<file path="src/hw/rtl/rhpd_pkg.sv">
// Shared constants and types for the ratio hysteresis pressure detector.
`timescale 1ns / 1ps

package rhpd_pkg;

	localparam int AMOUNT_BITS = 48;
	localparam int FRAC_BITS   = 16;
	localparam int RATIO_W     = FRAC_BITS + 1;
	localparam int HITS_W      = 8;
	localparam int CFG_IDX_W   = 8;
	localparam int CFG_DATA_W  = RATIO_W;
	localparam int STEP_W      = $clog2(RATIO_W);

	localparam logic [RATIO_W-1:0] RATIO_MAX = {RATIO_W{1'b1}};
	// floor(0.01 * 2^FRAC_BITS), widened by one bit for the signed release level
	localparam logic [RATIO_W:0]   ONE_PCT   = (RATIO_W+1)'((64'd1 << FRAC_BITS) / 64'd100);
	// ceil(0.99 * 2^FRAC_BITS)
	localparam logic [RATIO_W-1:0] AT_MAX    =
		RATIO_W'(((64'd99 << FRAC_BITS) + 64'd99) / 64'd100);
	localparam logic [STEP_W-1:0]  STEP_LAST = STEP_W'(FRAC_BITS);
	localparam logic [HITS_W-1:0]  HITS_MAX  = {HITS_W{1'b1}};

	localparam logic [RATIO_W-1:0] THRESHOLD_RST  = RATIO_W'(62259);
	localparam logic [RATIO_W-1:0] HYSTERESIS_RST = RATIO_W'(3277);
	localparam logic [HITS_W-1:0]  ACTIVATE_RST   = HITS_W'(3);
	localparam logic [HITS_W-1:0]  RELEASE_RST    = HITS_W'(3);

	typedef enum logic [CFG_IDX_W-1:0] {
		CFG_THRESHOLD  = CFG_IDX_W'(0),
		CFG_HYSTERESIS = CFG_IDX_W'(1),
		CFG_ACTIVATE   = CFG_IDX_W'(2),
		CFG_RELEASE    = CFG_IDX_W'(3)
	} cfg_idx_t;

	typedef enum logic [1:0] {
		ST_IDLE,
		ST_DIVIDE,
		ST_UPDATE
	} rhpd_state_t;

	typedef enum logic [1:0] {
		DIV_IDLE,
		DIV_RANGE,
		DIV_STEP
	} div_state_t;

	typedef struct packed {
		logic               done;
		logic [RATIO_W-1:0] ratio;
	} div_res_t;

endpackage

</file>
<file path="src/hw/rtl/rhpd_if.sv">
// Channel interfaces: sample/resize requests, results and register writes.
`timescale 1ns / 1ps

interface rhpd_req_if;
	logic                           valid;
	logic                           ready;
	logic                           command;
	logic [rhpd_pkg::AMOUNT_BITS-1:0] used_amount;
	logic [rhpd_pkg::AMOUNT_BITS-1:0] limit_amount;

	modport source (output valid, command, used_amount, limit_amount, input ready);
	modport sink (input valid, command, used_amount, limit_amount, output ready);
endinterface

interface rhpd_rsp_if;
	logic                         valid;
	logic                         ready;
	logic                         signal_active;
	logic [rhpd_pkg::RATIO_W-1:0] signal_level;
	logic                         at_max_capacity;
	logic                         pressure_driven;
	logic                         sample_skipped;

	modport source (output valid, signal_active, signal_level, at_max_capacity,
		pressure_driven, sample_skipped, input ready);
	modport sink (input valid, signal_active, signal_level, at_max_capacity,
		pressure_driven, sample_skipped, output ready);
endinterface

interface rhpd_cfg_if;
	logic                            valid;
	logic                            ready;
	logic [rhpd_pkg::CFG_IDX_W-1:0]  index;
	logic [rhpd_pkg::CFG_DATA_W-1:0] data;

	modport source (output valid, index, data, input ready);
	modport sink (input valid, index, data, output ready);
endinterface

</file>
<file path="src/hw/rtl/rhpd_div.sv">
// Bit-serial ratio divider: one shared subtractor, range check then one quotient bit per cycle.
`timescale 1ns / 1ps

module rhpd_div (
	input  logic                             clk,
	input  logic                             arst_n,
	input  logic                             start,
	input  logic [rhpd_pkg::AMOUNT_BITS-1:0] used,
	input  logic [rhpd_pkg::AMOUNT_BITS-1:0] limit,
	output rhpd_pkg::div_res_t               res
);

	rhpd_pkg::div_state_t state_q, state_d;

	logic [rhpd_pkg::AMOUNT_BITS:0]   rem_q;
	logic [rhpd_pkg::AMOUNT_BITS-1:0] lim_q;
	logic [rhpd_pkg::RATIO_W-1:0]     quo_q;
	logic [rhpd_pkg::STEP_W-1:0]      cnt_q;
	logic                             done_q;

	logic [rhpd_pkg::AMOUNT_BITS:0]   sub_b;
	logic [rhpd_pkg::AMOUNT_BITS+1:0] diff;
	logic                             ge;
	logic                             finish;

	// range check subtracts 2*limit; a step subtracts limit
	always_comb begin
		if (state_q == rhpd_pkg::DIV_RANGE) begin
			sub_b = {lim_q, 1'b0};
		end else begin
			sub_b = {1'b0, lim_q};
		end
		diff = {1'b0, rem_q} - {1'b0, sub_b};
		ge   = ~diff[rhpd_pkg::AMOUNT_BITS+1];
	end

	always_comb begin
		state_d = state_q;
		finish  = 1'b0;
		case (state_q)
			rhpd_pkg::DIV_IDLE: begin
				if (start) state_d = rhpd_pkg::DIV_RANGE;
			end
			rhpd_pkg::DIV_RANGE: begin
				if (ge) begin
					state_d = rhpd_pkg::DIV_IDLE;
					finish  = 1'b1;
				end else begin
					state_d = rhpd_pkg::DIV_STEP;
				end
			end
			rhpd_pkg::DIV_STEP: begin
				if (cnt_q == rhpd_pkg::STEP_LAST) begin
					state_d = rhpd_pkg::DIV_IDLE;
					finish  = 1'b1;
				end
			end
			default: state_d = rhpd_pkg::DIV_IDLE;
		endcase
	end

	always_ff @(posedge clk or negedge arst_n) begin
		if (!arst_n) begin
			state_q <= rhpd_pkg::DIV_IDLE;
			done_q  <= 1'b0;
		end else begin
			state_q <= state_d;
			done_q  <= finish;
		end
	end

	always_ff @(posedge clk) begin
		case (state_q)
			rhpd_pkg::DIV_IDLE: begin
				if (start) begin
					rem_q <= {1'b0, used};
					lim_q <= limit;
					quo_q <= '0;
					cnt_q <= '0;
				end
			end
			rhpd_pkg::DIV_RANGE: begin
				if (ge) quo_q <= rhpd_pkg::RATIO_MAX;
			end
			rhpd_pkg::DIV_STEP: begin
				quo_q <= {quo_q[rhpd_pkg::RATIO_W-2:0], ge};
				// remainder stays below limit, so the doubled value fits
				if (ge) begin
					rem_q <= {diff[rhpd_pkg::AMOUNT_BITS-1:0], 1'b0};
				end else begin
					rem_q <= {rem_q[rhpd_pkg::AMOUNT_BITS-1:0], 1'b0};
				end
				cnt_q <= cnt_q + 1'b1;
			end
			default: begin
			end
		endcase
	end

	assign res.done  = done_q;
	assign res.ratio = quo_q;

endmodule

</file>
<file path="src/hw/rtl/ratio_hysteresis_pressure_detector_top.sv">
// Top level of the ratio hysteresis pressure detector.
`timescale 1ns / 1ps

// Usage: req carries one word per sample (command 0, used/limit amounts) or per
// resize event (command 1). rsp returns exactly one word per req word: the
// pressure signal, the held ratio (16 fraction bits), the at-max flag, the
// sticky pressure latch on resize and a skip flag for a zero limit. cfg writes
// the threshold, hysteresis and hit counts; it is always ready and should be
// used only while no request is in flight.
// Flow: req.ready is high only while idle, so a new word is taken only after
// the last one has left the update step. A sample with a nonzero limit runs the
// bit-serial divider: a range check, then one subtract/shift step per quotient
// bit on the shared 49-bit subtractor, then the update step that registers the
// result. A ratio that saturates (used >= 2*limit) skips the shift steps;
// resize events and zero-limit samples go from idle straight to the update step.
// A finished word sits in the output register; a stalled rsp holds it and the
// next item waits in the update step until that register drains.
// Reset clears all detector state and loads the default register values.
module ratio_hysteresis_pressure_detector_top (
	input  logic          clk,
	input  logic          arst_n,
	rhpd_req_if.sink      req,
	rhpd_rsp_if.source    rsp,
	rhpd_cfg_if.sink      cfg
);

	rhpd_pkg::rhpd_state_t state_q, state_d;

	logic [rhpd_pkg::RATIO_W-1:0] threshold_q;
	logic [rhpd_pkg::RATIO_W-1:0] hysteresis_q;
	logic [rhpd_pkg::HITS_W-1:0]  activate_q;
	logic [rhpd_pkg::HITS_W-1:0]  release_q;

	logic [rhpd_pkg::HITS_W-1:0]  high_run_q;
	logic [rhpd_pkg::HITS_W-1:0]  low_run_q;
	logic                         active_q;
	logic [rhpd_pkg::RATIO_W-1:0] held_q;
	logic                         seen_q;
	logic                         max_q;

	logic                         cmd_q;
	logic                         skip_q;

	logic                         out_valid_q;
	logic                         out_active_q;
	logic [rhpd_pkg::RATIO_W-1:0] out_level_q;
	logic                         out_max_q;
	logic                         out_driven_q;
	logic                         out_skipped_q;

	logic                         accept;
	logic                         limit_zero;
	logic                         div_start;
	logic                         upd_fire;
	rhpd_pkg::div_res_t           div_res;

	logic [rhpd_pkg::HITS_W-1:0]  high_inc;
	logic [rhpd_pkg::HITS_W-1:0]  low_inc;
	logic signed [rhpd_pkg::RATIO_W:0] rel_raw;
	logic [rhpd_pkg::RATIO_W:0]   rel_level;
	logic                         q_high;
	logic                         q_low;

	logic [rhpd_pkg::HITS_W-1:0]  high_run_d;
	logic [rhpd_pkg::HITS_W-1:0]  low_run_d;
	logic                         active_d;
	logic [rhpd_pkg::RATIO_W-1:0] held_d;
	logic                         seen_d;
	logic                         max_d;
	logic                         driven_d;

	assign req.ready  = (state_q == rhpd_pkg::ST_IDLE);
	assign accept     = req.valid && req.ready;
	assign limit_zero = (req.limit_amount == '0);
	assign div_start  = accept && !req.command && !limit_zero;
	assign upd_fire   = (state_q == rhpd_pkg::ST_UPDATE) && (!out_valid_q || rsp.ready);
	assign cfg.ready  = 1'b1;

	rhpd_div u_div (
		.clk    (clk),
		.arst_n (arst_n),
		.start  (div_start),
		.used   (req.used_amount),
		.limit  (req.limit_amount),
		.res    (div_res)
	);

	always_comb begin
		state_d = state_q;
		case (state_q)
			rhpd_pkg::ST_IDLE: begin
				if (accept) begin
					if (div_start) begin
						state_d = rhpd_pkg::ST_DIVIDE;
					end else begin
						state_d = rhpd_pkg::ST_UPDATE;
					end
				end
			end
			rhpd_pkg::ST_DIVIDE: begin
				if (div_res.done) state_d = rhpd_pkg::ST_UPDATE;
			end
			rhpd_pkg::ST_UPDATE: begin
				if (upd_fire) state_d = rhpd_pkg::ST_IDLE;
			end
			default: state_d = rhpd_pkg::ST_IDLE;
		endcase
	end

	always_ff @(posedge clk or negedge arst_n) begin
		if (!arst_n) begin
			state_q <= rhpd_pkg::ST_IDLE;
		end else begin
			state_q <= state_d;
		end
	end

	always_ff @(posedge clk) begin
		if (accept) begin
			cmd_q  <= req.command;
			skip_q <= !req.command && limit_zero;
		end
	end

	always_ff @(posedge clk or negedge arst_n) begin
		if (!arst_n) begin
			threshold_q  <= rhpd_pkg::THRESHOLD_RST;
			hysteresis_q <= rhpd_pkg::HYSTERESIS_RST;
			activate_q   <= rhpd_pkg::ACTIVATE_RST;
			release_q    <= rhpd_pkg::RELEASE_RST;
		end else if (cfg.valid) begin
			case (cfg.index)
				rhpd_pkg::CFG_THRESHOLD:  threshold_q  <= cfg.data;
				rhpd_pkg::CFG_HYSTERESIS: hysteresis_q <= cfg.data;
				rhpd_pkg::CFG_ACTIVATE:   activate_q   <= cfg.data[rhpd_pkg::HITS_W-1:0];
				rhpd_pkg::CFG_RELEASE:    release_q    <= cfg.data[rhpd_pkg::HITS_W-1:0];
				default: begin
				end
			endcase
		end
	end

	// release level = max(threshold - hysteresis, one percent)
	always_comb begin
		rel_raw = $signed({1'b0, threshold_q}) - $signed({1'b0, hysteresis_q});
		if (rel_raw < $signed(rhpd_pkg::ONE_PCT)) begin
			rel_level = rhpd_pkg::ONE_PCT;
		end else begin
			rel_level = rel_raw;
		end
		q_high   = (div_res.ratio >= threshold_q);
		q_low    = ({1'b0, div_res.ratio} < rel_level);
		high_inc = (high_run_q == rhpd_pkg::HITS_MAX) ? high_run_q : high_run_q + 1'b1;
		low_inc  = (low_run_q == rhpd_pkg::HITS_MAX) ? low_run_q : low_run_q + 1'b1;
	end

	always_comb begin
		high_run_d = high_run_q;
		low_run_d  = low_run_q;
		active_d   = active_q;
		held_d     = held_q;
		seen_d     = seen_q;
		max_d      = max_q;
		driven_d   = 1'b0;
		if (cmd_q) begin
			driven_d   = seen_q;
			high_run_d = '0;
			low_run_d  = '0;
			active_d   = 1'b0;
			held_d     = '0;
			seen_d     = 1'b0;
			max_d      = 1'b0;
		end else if (!skip_q) begin
			if (q_high) begin
				high_run_d = high_inc;
				low_run_d  = '0;
				if (high_inc >= activate_q) begin
					active_d = 1'b1;
					held_d   = div_res.ratio;
					seen_d   = 1'b1;
				end
			end else if (q_low) begin
				low_run_d  = low_inc;
				high_run_d = '0;
				if (active_q && (low_inc >= release_q)) begin
					active_d  = 1'b0;
					held_d    = '0;
					low_run_d = '0;
				end
			end else begin
				high_run_d = '0;
				low_run_d  = '0;
			end
			max_d = active_d && (div_res.ratio >= rhpd_pkg::AT_MAX);
		end
	end

	always_ff @(posedge clk or negedge arst_n) begin
		if (!arst_n) begin
			high_run_q <= '0;
			low_run_q  <= '0;
			active_q   <= 1'b0;
			held_q     <= '0;
			seen_q     <= 1'b0;
			max_q      <= 1'b0;
		end else if (upd_fire) begin
			high_run_q <= high_run_d;
			low_run_q  <= low_run_d;
			active_q   <= active_d;
			held_q     <= held_d;
			seen_q     <= seen_d;
			max_q      <= max_d;
		end
	end

	always_ff @(posedge clk or negedge arst_n) begin
		if (!arst_n) begin
			out_valid_q <= 1'b0;
		end else if (upd_fire) begin
			out_valid_q <= 1'b1;
		end else if (rsp.ready) begin
			out_valid_q <= 1'b0;
		end
	end

	always_ff @(posedge clk) begin
		if (upd_fire) begin
			out_active_q  <= active_d;
			out_level_q   <= active_d ? held_d : '0;
			out_max_q     <= max_d;
			out_driven_q  <= driven_d;
			out_skipped_q <= skip_q;
		end
	end

	assign rsp.valid           = out_valid_q;
	assign rsp.signal_active   = out_active_q;
	assign rsp.signal_level    = out_level_q;
	assign rsp.at_max_capacity = out_max_q;
	assign rsp.pressure_driven = out_driven_q;
	assign rsp.sample_skipped  = out_skipped_q;

endmodule

</file>
<file path="src/flat_wrapper.sv">
// flat-port wrapper written by rule: the top's interface ports become plain ports
module ratio_hysteresis_pressure_detector_top_flat 
  (clk, arst_n, req_valid, req_command, req_used_amount, req_limit_amount, req_ready, rsp_valid, rsp_signal_active, rsp_signal_level, rsp_at_max_capacity, rsp_pressure_driven, rsp_sample_skipped, rsp_ready, cfg_valid, cfg_index, cfg_data, cfg_ready);
  rhpd_req_if req_i ();
  rhpd_rsp_if rsp_i ();
  rhpd_cfg_if cfg_i ();
  input  logic clk;
  input  logic arst_n;
  input wire logic [$bits(req_i.valid)-1:0] req_valid;
  input wire logic [$bits(req_i.command)-1:0] req_command;
  input wire logic [$bits(req_i.used_amount)-1:0] req_used_amount;
  input wire logic [$bits(req_i.limit_amount)-1:0] req_limit_amount;
  output wire logic [$bits(req_i.ready)-1:0] req_ready;
  output wire logic [$bits(rsp_i.valid)-1:0] rsp_valid;
  output wire logic [$bits(rsp_i.signal_active)-1:0] rsp_signal_active;
  output wire logic [$bits(rsp_i.signal_level)-1:0] rsp_signal_level;
  output wire logic [$bits(rsp_i.at_max_capacity)-1:0] rsp_at_max_capacity;
  output wire logic [$bits(rsp_i.pressure_driven)-1:0] rsp_pressure_driven;
  output wire logic [$bits(rsp_i.sample_skipped)-1:0] rsp_sample_skipped;
  input wire logic [$bits(rsp_i.ready)-1:0] rsp_ready;
  input wire logic [$bits(cfg_i.valid)-1:0] cfg_valid;
  input wire logic [$bits(cfg_i.index)-1:0] cfg_index;
  input wire logic [$bits(cfg_i.data)-1:0] cfg_data;
  output wire logic [$bits(cfg_i.ready)-1:0] cfg_ready;
  assign req_i.valid = req_valid;
  assign req_i.command = req_command;
  assign req_i.used_amount = req_used_amount;
  assign req_i.limit_amount = req_limit_amount;
  assign req_ready = req_i.ready;
  assign rsp_valid = rsp_i.valid;
  assign rsp_signal_active = rsp_i.signal_active;
  assign rsp_signal_level = rsp_i.signal_level;
  assign rsp_at_max_capacity = rsp_i.at_max_capacity;
  assign rsp_pressure_driven = rsp_i.pressure_driven;
  assign rsp_sample_skipped = rsp_i.sample_skipped;
  assign rsp_i.ready = rsp_ready;
  assign cfg_i.valid = cfg_valid;
  assign cfg_i.index = cfg_index;
  assign cfg_i.data = cfg_data;
  assign cfg_ready = cfg_i.ready;
  ratio_hysteresis_pressure_detector_top u_core (.clk(clk), .arst_n(arst_n), .req(req_i), .rsp(rsp_i), .cfg(cfg_i));
endmodule
</file>
<file path="config.mk">
export PLATFORM = sky130hd
export DESIGN_NAME = ratio_hysteresis_pressure_detector_top_flat
export DESIGN_NICKNAME = d
export VERILOG_FILES = /design/src/hw/rtl/rhpd_pkg.sv /design/src/hw/rtl/rhpd_if.sv /design/src/hw/rtl/rhpd_div.sv /design/src/hw/rtl/ratio_hysteresis_pressure_detector_top.sv /design/src/flat_wrapper.sv
export SDC_FILE = /design/constraint.sdc
export NUM_CORES = 1
export LEC_CHECK = 0
export ABC_AREA = 1
export BUFFER_PORTS_ARGS = -buffer_cell sky130_fd_sc_hd__buf_2
export CORE_ASPECT_RATIO = 0.8
export CORE_MARGIN = 5
export CORE_UTILIZATION = 60
export CTS_BUF_LIST = sky130_fd_sc_hd__clkbuf_8 sky130_fd_sc_hd__clkbuf_16
export CTS_CLUSTER_SIZE = 40
export DETAILED_ROUTE_END_ITERATION = 10
export GPL_TIMING_DRIVEN = 0
export PLACE_DENSITY = 0.83
export SLEW_MARGIN = 10
export SYNTH_ARGS = -nofsm -noshare
export SYNTH_HDL_FRONTEND = slang
export SYNTH_SLANG_ARGS = --single-unit
</file>
<file path="constraint.sdc">
create_clock -name clk -period 6.2 [get_ports clk]
set_clock_uncertainty 0.1 [all_clocks]
set_input_delay 0.31 -clock clk [delete_from_list [all_inputs] [get_ports clk]]
set_output_delay 0.31 -clock clk [all_outputs]
set_load 0.02 [all_outputs]
</file>
# After elaboration in Yosys (flattened, before gate mapping)
# Cells that the tools add are included.
# classes
reduce_logical	31
bitwise	1
n_lt_le_gt_ge	6
n_addsub	5
n_eq_ne	17
muxes	54
# ops
operator	n
two-way mux 49 bit	3
two-way mux 17 bit	8
one-hot mux 49 bit (2 select lines)	1
two-way mux 8 bit	10
one-hot mux 17 bit (3 select lines)	1
subtractor 49 x 49 -> 50 bit	1
logical NOT 48 bit	1
less-than comparator 17 x 18 -> 1 bit	1
less-than comparator 18 x 11 -> 1 bit, second input constant	1
two-way mux 1 bit	18
two-way mux 18 bit	1
subtractor 17 x 17 -> 18 bit	1
>= comparator 17 x 16 -> 1 bit, second input constant	1
>= comparator 17 bit	1
adder 8 x 1 -> 8 bit, second input constant	2
== test 8 x 2 -> 1 bit, second input constant	2
== test 8 bit, second input constant	2
>= comparator 8 bit	2
AND reduction 2 bit	8
two-way mux 2 bit	7
one-hot mux 2 bit (3 select lines)	2
one-hot mux 5 bit (2 select lines)	1
== test 8 x 1 -> 1 bit, second input constant	1
logical NOT 8 bit	1
17 further kinds	37
# word_totals
output_inout_bits	24
ff_bits	234
in_bits	127

# Depth between registers and ports, before layout
# logic_depth
depth_word	12
mapped_depth	34
depth_no_buf	32

# Hierarchy
# From an unflattened synthesis, not the netlist that was laid out.
# unflattened
cells_unflattened	2529
area_unflattened_um2	18177.4
# modules_own_cells
module	area_per_inst_um2	n_inst	cells_each
rhpd_div	9868.2	1	1392
ratio_hysteresis_pressure_detector_top	8309.2	1	1137

# Worst setup path before layout
# No wires, ideal clock.
# synth_timing
path_kind	flip-flop to flip-flop
start	reg u_core.threshold_q[0] (netlist name)
end	reg u_core.out_level_q (netlist bit u_core.rsp.signal_level[0]), data pin
path_stages_with_launch	33
t_arrival_ns	4.115
setup_ns	0.257
path_buffers	2
slack_ns	1.729
cell_sequence	dfstp_2 -> inv_1 -> ha_1 -> fa_1 -> inv_1 -> nand3_1 -> nand2_1 -> nand2_1 -> nand2_1 -> nand2_1 -> nand2_1 -> inv_1 -> nor2_1 -> nor2_1 -> nor2_1 -> nand2_1 -> nor2_1 -> ha_1 -> buf_2 -> or2_2 -> ha_1 -> nand2_1 -> nor2_1 -> and2_1 -> nand2_1 -> nor2_1 -> nor2_1 -> nand3_1 -> nand2_1 -> nand3_1 -> nand3_2 -> buf_2 -> nor2_1
# synth_between
elab_chain_len	10
elab_cells_between_ends	15
# synth_rtl
element	line	rtl
from (decl)	ratio_hysteresis_pressure_detector_top.sv:29	logic [rhpd_pkg::RATIO_W-1:0] threshold_q;
from (signal assigned)	ratio_hysteresis_pressure_detector_top.sv:127	threshold_q <= rhpd_pkg::THRESHOLD_RST;
from (signal assigned)	ratio_hysteresis_pressure_detector_top.sv:133	rhpd_pkg::CFG_THRESHOLD: threshold_q <= cfg.data;
subtractor 17 x 17 -> 18 bit	ratio_hysteresis_pressure_detector_top.sv:145	rel_raw = $signed({1'b0, threshold_q}) - $signed({1'b0, hysteresis_q});
less-than comparator 18 x 11 -> 1 bit	ratio_hysteresis_pressure_detector_top.sv:146	if (rel_raw < $signed(rhpd_pkg::ONE_PCT)) begin
two-way mux 18 bit	ratio_hysteresis_pressure_detector_top.sv:146	
less-than comparator 17 x 18 -> 1 bit	ratio_hysteresis_pressure_detector_top.sv:152	q_low = ({1'b0, div_res.ratio} < rel_level);
two-way mux 1 bit	ratio_hysteresis_pressure_detector_top.sv:182	end else if (q_low) begin
two-way mux 1 bit	ratio_hysteresis_pressure_detector_top.sv:174	if (q_high) begin
two-way mux 1 bit	ratio_hysteresis_pressure_detector_top.sv:173	end else if (!skip_q) begin
two-way mux 1 bit	ratio_hysteresis_pressure_detector_top.sv:165	if (cmd_q) begin
two-way mux 1 bit	ratio_hysteresis_pressure_detector_top.sv:173	
two-way mux 1 bit	ratio_hysteresis_pressure_detector_top.sv:165	
to (signal assigned)	ratio_hysteresis_pressure_detector_top.sv:229	out_level_q <= active_d ? held_d : '0;
to (decl)	ratio_hysteresis_pressure_detector_top.sv:46	logic [rhpd_pkg::RATIO_W-1:0] out_level_q;
# Parallel ways exist; a longest one is shown, timed or not. The select of a mux whose other input is x is not followed.
# A chain may end at the register's enable or synchronous reset.

# Worst setup path after layout
# layout_timing
start	reg u_core.threshold_q[0] (netlist name)
end	reg u_core.out_level_q (netlist bit u_core.rsp.signal_level[12]), data pin
# The elaborated chain is that of the path after synthesis.

==> flow_metrics.py <==
metrics = {
    "power_and_ir_drop": {
        "swShare_pct": 27.5,
        "pwr-share-seq_pct": 41.5,
        "powerDensity_nw_per_um2": 189,
        "clkPwrFrac_pct": 41.5,
        "switching_power_mw": 1.11,
        "leakage_nw": 10.7,
        "finalPower_mw": 4.05,
        "p_comb_share_pct": 17.0,
        "p_int_mw": 2.94,
        "peakVddDrop_mv": 0.251,
    },
    "timing": {
        "final.min_clock_period_ps": 5620,
        "finalCritPeriodShare_pct": 90.6,
        "setup_viol": 0,
        "max_freq_ghz": 0.178,
        "slew_viol_final": 0,
        "grt_setup_unrepaired": "no",
        "hold_violations": 0,
        "worst_slew_margin_rel_pct": 43.0,
        "fin_ws_ps": 582,
        "tns_ps": 0,
        "worst_slew_pin_slew_ps": 855,
    },
    "setup_path": {
        "r2r_start": "u_core.threshold_q[0]",
        "crit_slowest_cell": "dfstp_2",
        "end_kind": "flop",
        "critPathArrivalTime_ps": 5830,
        "cp_common_cell": "nand2_1",
        "critical_path_class": "flop to flop",
        "cp.required_ps": 6410,
        "max_stage_delay_ps": 550,
        "start_kind": "flop",
        "r2r-end": "u_core.rsp.signal_level[12]",
        "ff2ff_path_depth": 32,
        "crit_path_max_fanout": 10,
        "r2r_slack_ps": 580,
    },
    "logic_synthesis": {
        "synth_cell_types": 50,
        "netlist_instances": 2557,
        "syn_nets": 2810,
        "synth_warnings": 0,
        "postSynth.asyncResetShare_pct": 39.3,
        "ys_ff_latch": 234,
        "synth_ff_type": "edfxtp_1",
        "netlist_area_um2": 18000,
        "synth_edf_count": 142,
        "synth_seq_area_share_pct": 36.6,
        "synth.avg_cell_area_um2": 7.05,
    },
    "cells_and_area": {
        "num-fill-cells": 2299,
        "nets": 3102,
        "seqCellArea_um2": 6590,
        "multi_input_area_um2": 9680,
        "drive_above_1_share_pct": 9.73,
        "syn_to_final_growth_pct": 18.9,
        "antenna_cells": 0,
        "instances_no_fill": 3274,
    },
    "placed_design": {
        "dp.cells": 3116,
        "dp_hpwl_mm": 44.0,
        "io_buffers": 149,
        "post-place-ws_ps": 591,
        "gp_congestion": 1.06,
    },
    "worst_hold_path": {
        "hold_path_class": "primary input to flop",
        "min_to": "u_core.release_q[4]",
        "hold-path-cell-count": 3,
        "hold_start": "cfg_data[4]",
    },
    "floorplanning": {
        "row_count": 56,
        "initial_core_util_pct": 61.1,
        "die_h_um": 165,
        "placeableCoreArea_um2": 29500,
        "die_width_um": 204,
        "io_pins": 151,
        "dieArea_um2": 33600,
    },
    "global_routing": {
        "grt_pass1_wl_mm": 92.8,
        "grt_antenna_before_repair": 0,
        "overflow": 0,
        "grt_max_degree": 49,
        "grt_pass1_vias": 17400,
        "gr-usage-all-layers_pct": 35.0,
    },
    "clocking": {
        "cts.clk_slew.worst_paths_ps": 60,
        "cts_made_buffers": 25,
        "clkLatencyLatePin_ps": 570,
        "cts_tree": "done",
        "htreeDepth": 1,
        "cts_sinks": 234,
        "cts_setup_buffers": 0,
        "ctsLongestPathBuffers": 3,
        "clockRootBuffer": "clkbuf_16",
    },
    "route": {
        "drtIter0Drc": 2058,
        "wl_per_cell_um": 18.3,
        "vias": 18500,
        "drc": 0,
        "dr.pass1.iters": 7,
        "wirelength_mm": 59.8,
        "postRouteAntennaNets": 0,
        "avgViaCountPerCell": 5.65,
    },
    "run": {
        "cap_violations": 0,
    },
    "outcome": {
        "status": "finished, final reports clean",
    },
}
==> cell usage after synthesis, types with 5 or more instances <==
| cell type | count | share of area [%] |
|---|---|---|
| a21o_1 | 5 | 0.21 |
| inv_2 | 6 | 0.13 |
| xnor2_1 | 25 | 1.2 |
| clkbuf_1 | 33 | 0.69 |
| or2_2 | 5 | 0.17 |
| nand3_1 | 169 | 4.7 |
| dfstp_2 | 21 | 3.1 |
| xor2_1 | 11 | 0.53 |
| nand4_1 | 43 | 1.5 |
| nor2_1 | 208 | 4.3 |
| nor3_1 | 14 | 0.39 |
| o21ai_0 | 102 | 2.8 |
| buf_2 | 16 | 0.44 |
| ha_1 | 124 | 8.6 |
| nand2_1 | 901 | 19 |
| nand3b_1 | 32 | 1.3 |
| nor4_1 | 9 | 0.31 |
| dfrtp_1 | 71 | 9.9 |
| edfxtp_1 | 142 | 24 |
| a21oi_1 | 107 | 3.0 |
| mux2i_1 | 46 | 2.6 |
| nor2_2 | 6 | 0.21 |
| inv_1 | 381 | 7.9 |
| a32o_1 | 5 | 0.28 |
| nand2_2 | 7 | 0.24 |
| o21bai_1 | 13 | 0.54 |
| buf_1 | 9 | 0.19 |
| and2_1 | 5 | 0.17 |
| clkinv_1 | 5 | 0.10 |
==> per-layer routing <==
| layer | wire length, um | part of all wire, % | track usage (%) |
|---|---|---|---|
| met4 | 1760 | 2.9 | 9.90 |
| met1 | 25400 | 43 | 50.8 |
| met5 | 221 | 0.37 | 5.06 |
| met2 | 24900 | 42 | 51.6 |
| met3 | 7560 | 13 | 8.78 |
==> logic make-up (layout without fill, tap and decap cells) <==
family          Yosys count  in the layout  share of synthesized area, %
xor+xnor                 36             36                          1.75
fa+ha+maj               126            126                          8.83
simple gates           1415           1415                          33.1
buf+inv                 455            766                          9.78
mux                      46             46                          2.56
compound gates          244            244                          7.32
other cells               1              1                        0.0208
flops                   234            234                          36.6
==> worst max-delay path: cells and delay by family, from the launching register on <==
family,cells,cell delay [ps]
AND/OR/NAND/NOR,21,2360
XOR/XNOR,1,270
adder cells (fa/ha/maj),4,1180
flip-flops,1,550
buffers and inverters,6,950
==> worst max-delay path by stage <==
| stage | from | depth (start not counted) | slack, ps | to |
|---|---|---|---|---|
| final | u_core.threshold_q[0] | 32 | 580 | u_core.rsp.signal_level[12] |
| after global routing | u_core.threshold_q[0] | 30 | 140 | u_core.rsp.signal_level[12] |
| after CTS | u_core.threshold_q[0] | 32 | 560 | u_core.rsp.signal_level[15] |
| after detailed placement | u_core.threshold_q[0] | 29 | 590 | u_core.rsp.signal_level[15] |
| after global placement | u_core.u_div.state_q[0] | 6 | -140 | u_core.u_div.rem_q[28] |
| after floorplan | u_core.threshold_q[0] | 32 | 1730 | u_core.rsp.signal_level[0] |
==> timing repair <==
item / 4_1_cts / 5_1_grt
hold buffers: 112 / 0
hold endpoints to repair: 164 / 0
gates resized for setup: 0 / 1
setup endpoints to repair: 0 / 2
==> stage by stage <==
stage / instance area (um^2) / hold WS, ps / util (%)
finish: 21400 / 18.2 / 72.6
CTS: 21400 / 3.69 / 72.6
floorplan: 18000 / -85.6 / -
detailed placement: 19400 / 269 / 65.7
global route: 21400 / 41.1 / 72.6
global placement: 19300 / 363 / 65.3
==> power groups by stage <==
stage	registers, mW	logic (mW)	clock network [mW]
floorplan	1.71	0.420	0
global placement	1.71	0.587	0
detailed placement	1.71	0.608	0
CTS	1.68	0.666	1.67
global route	1.68	0.770	1.74
finish	1.68	0.688	1.68
==> layout make-up <==
cell class | instances | area share, %
Clock inverter | 19 | 1.14
Multi-Input combinational cell | 1868 | 45.2
Inverter | 392 | 6.87
Buffer | 63 | 1.36
Timing Repair Buffer | 265 | 9.21
Sequential cell | 234 | 30.8
Tap cell | 406 | 2.37
Clock buffer | 27 | 3.05
==> registers in the layout (all words and copies together) (netlist names), 17 cells and up <==
register,cells
u_core.u_div.quo_q,17
u_core.held_q,17
u_core.threshold_q,17
u_core.hysteresis_q,17
u_core.rsp.signal_level,17
u_core.u_div.rem_q,49
u_core.u_div.lim_q,48
==> cells in the final DEF (no fill, tap or decap), types with 11 or more instances in the layout <==
master,count
a21oi_1,106
buf_2,164
clkbuf_1,32
clkbuf_16,25
dfrtp_1,71
dfstp_2,21
dlygate4sd3_1,112
edfxtp_1,142
ha_1,124
inv_1,386
mux2i_1,46
nand2_1,901
nand3_1,169
nand3b_1,32
nand4_1,43
nor2_1,206
nor3_1,14
o21ai_0,102
o21bai_1,13
xnor2_1,25
xor2_1,11
(Power assumes the default switching activity.)
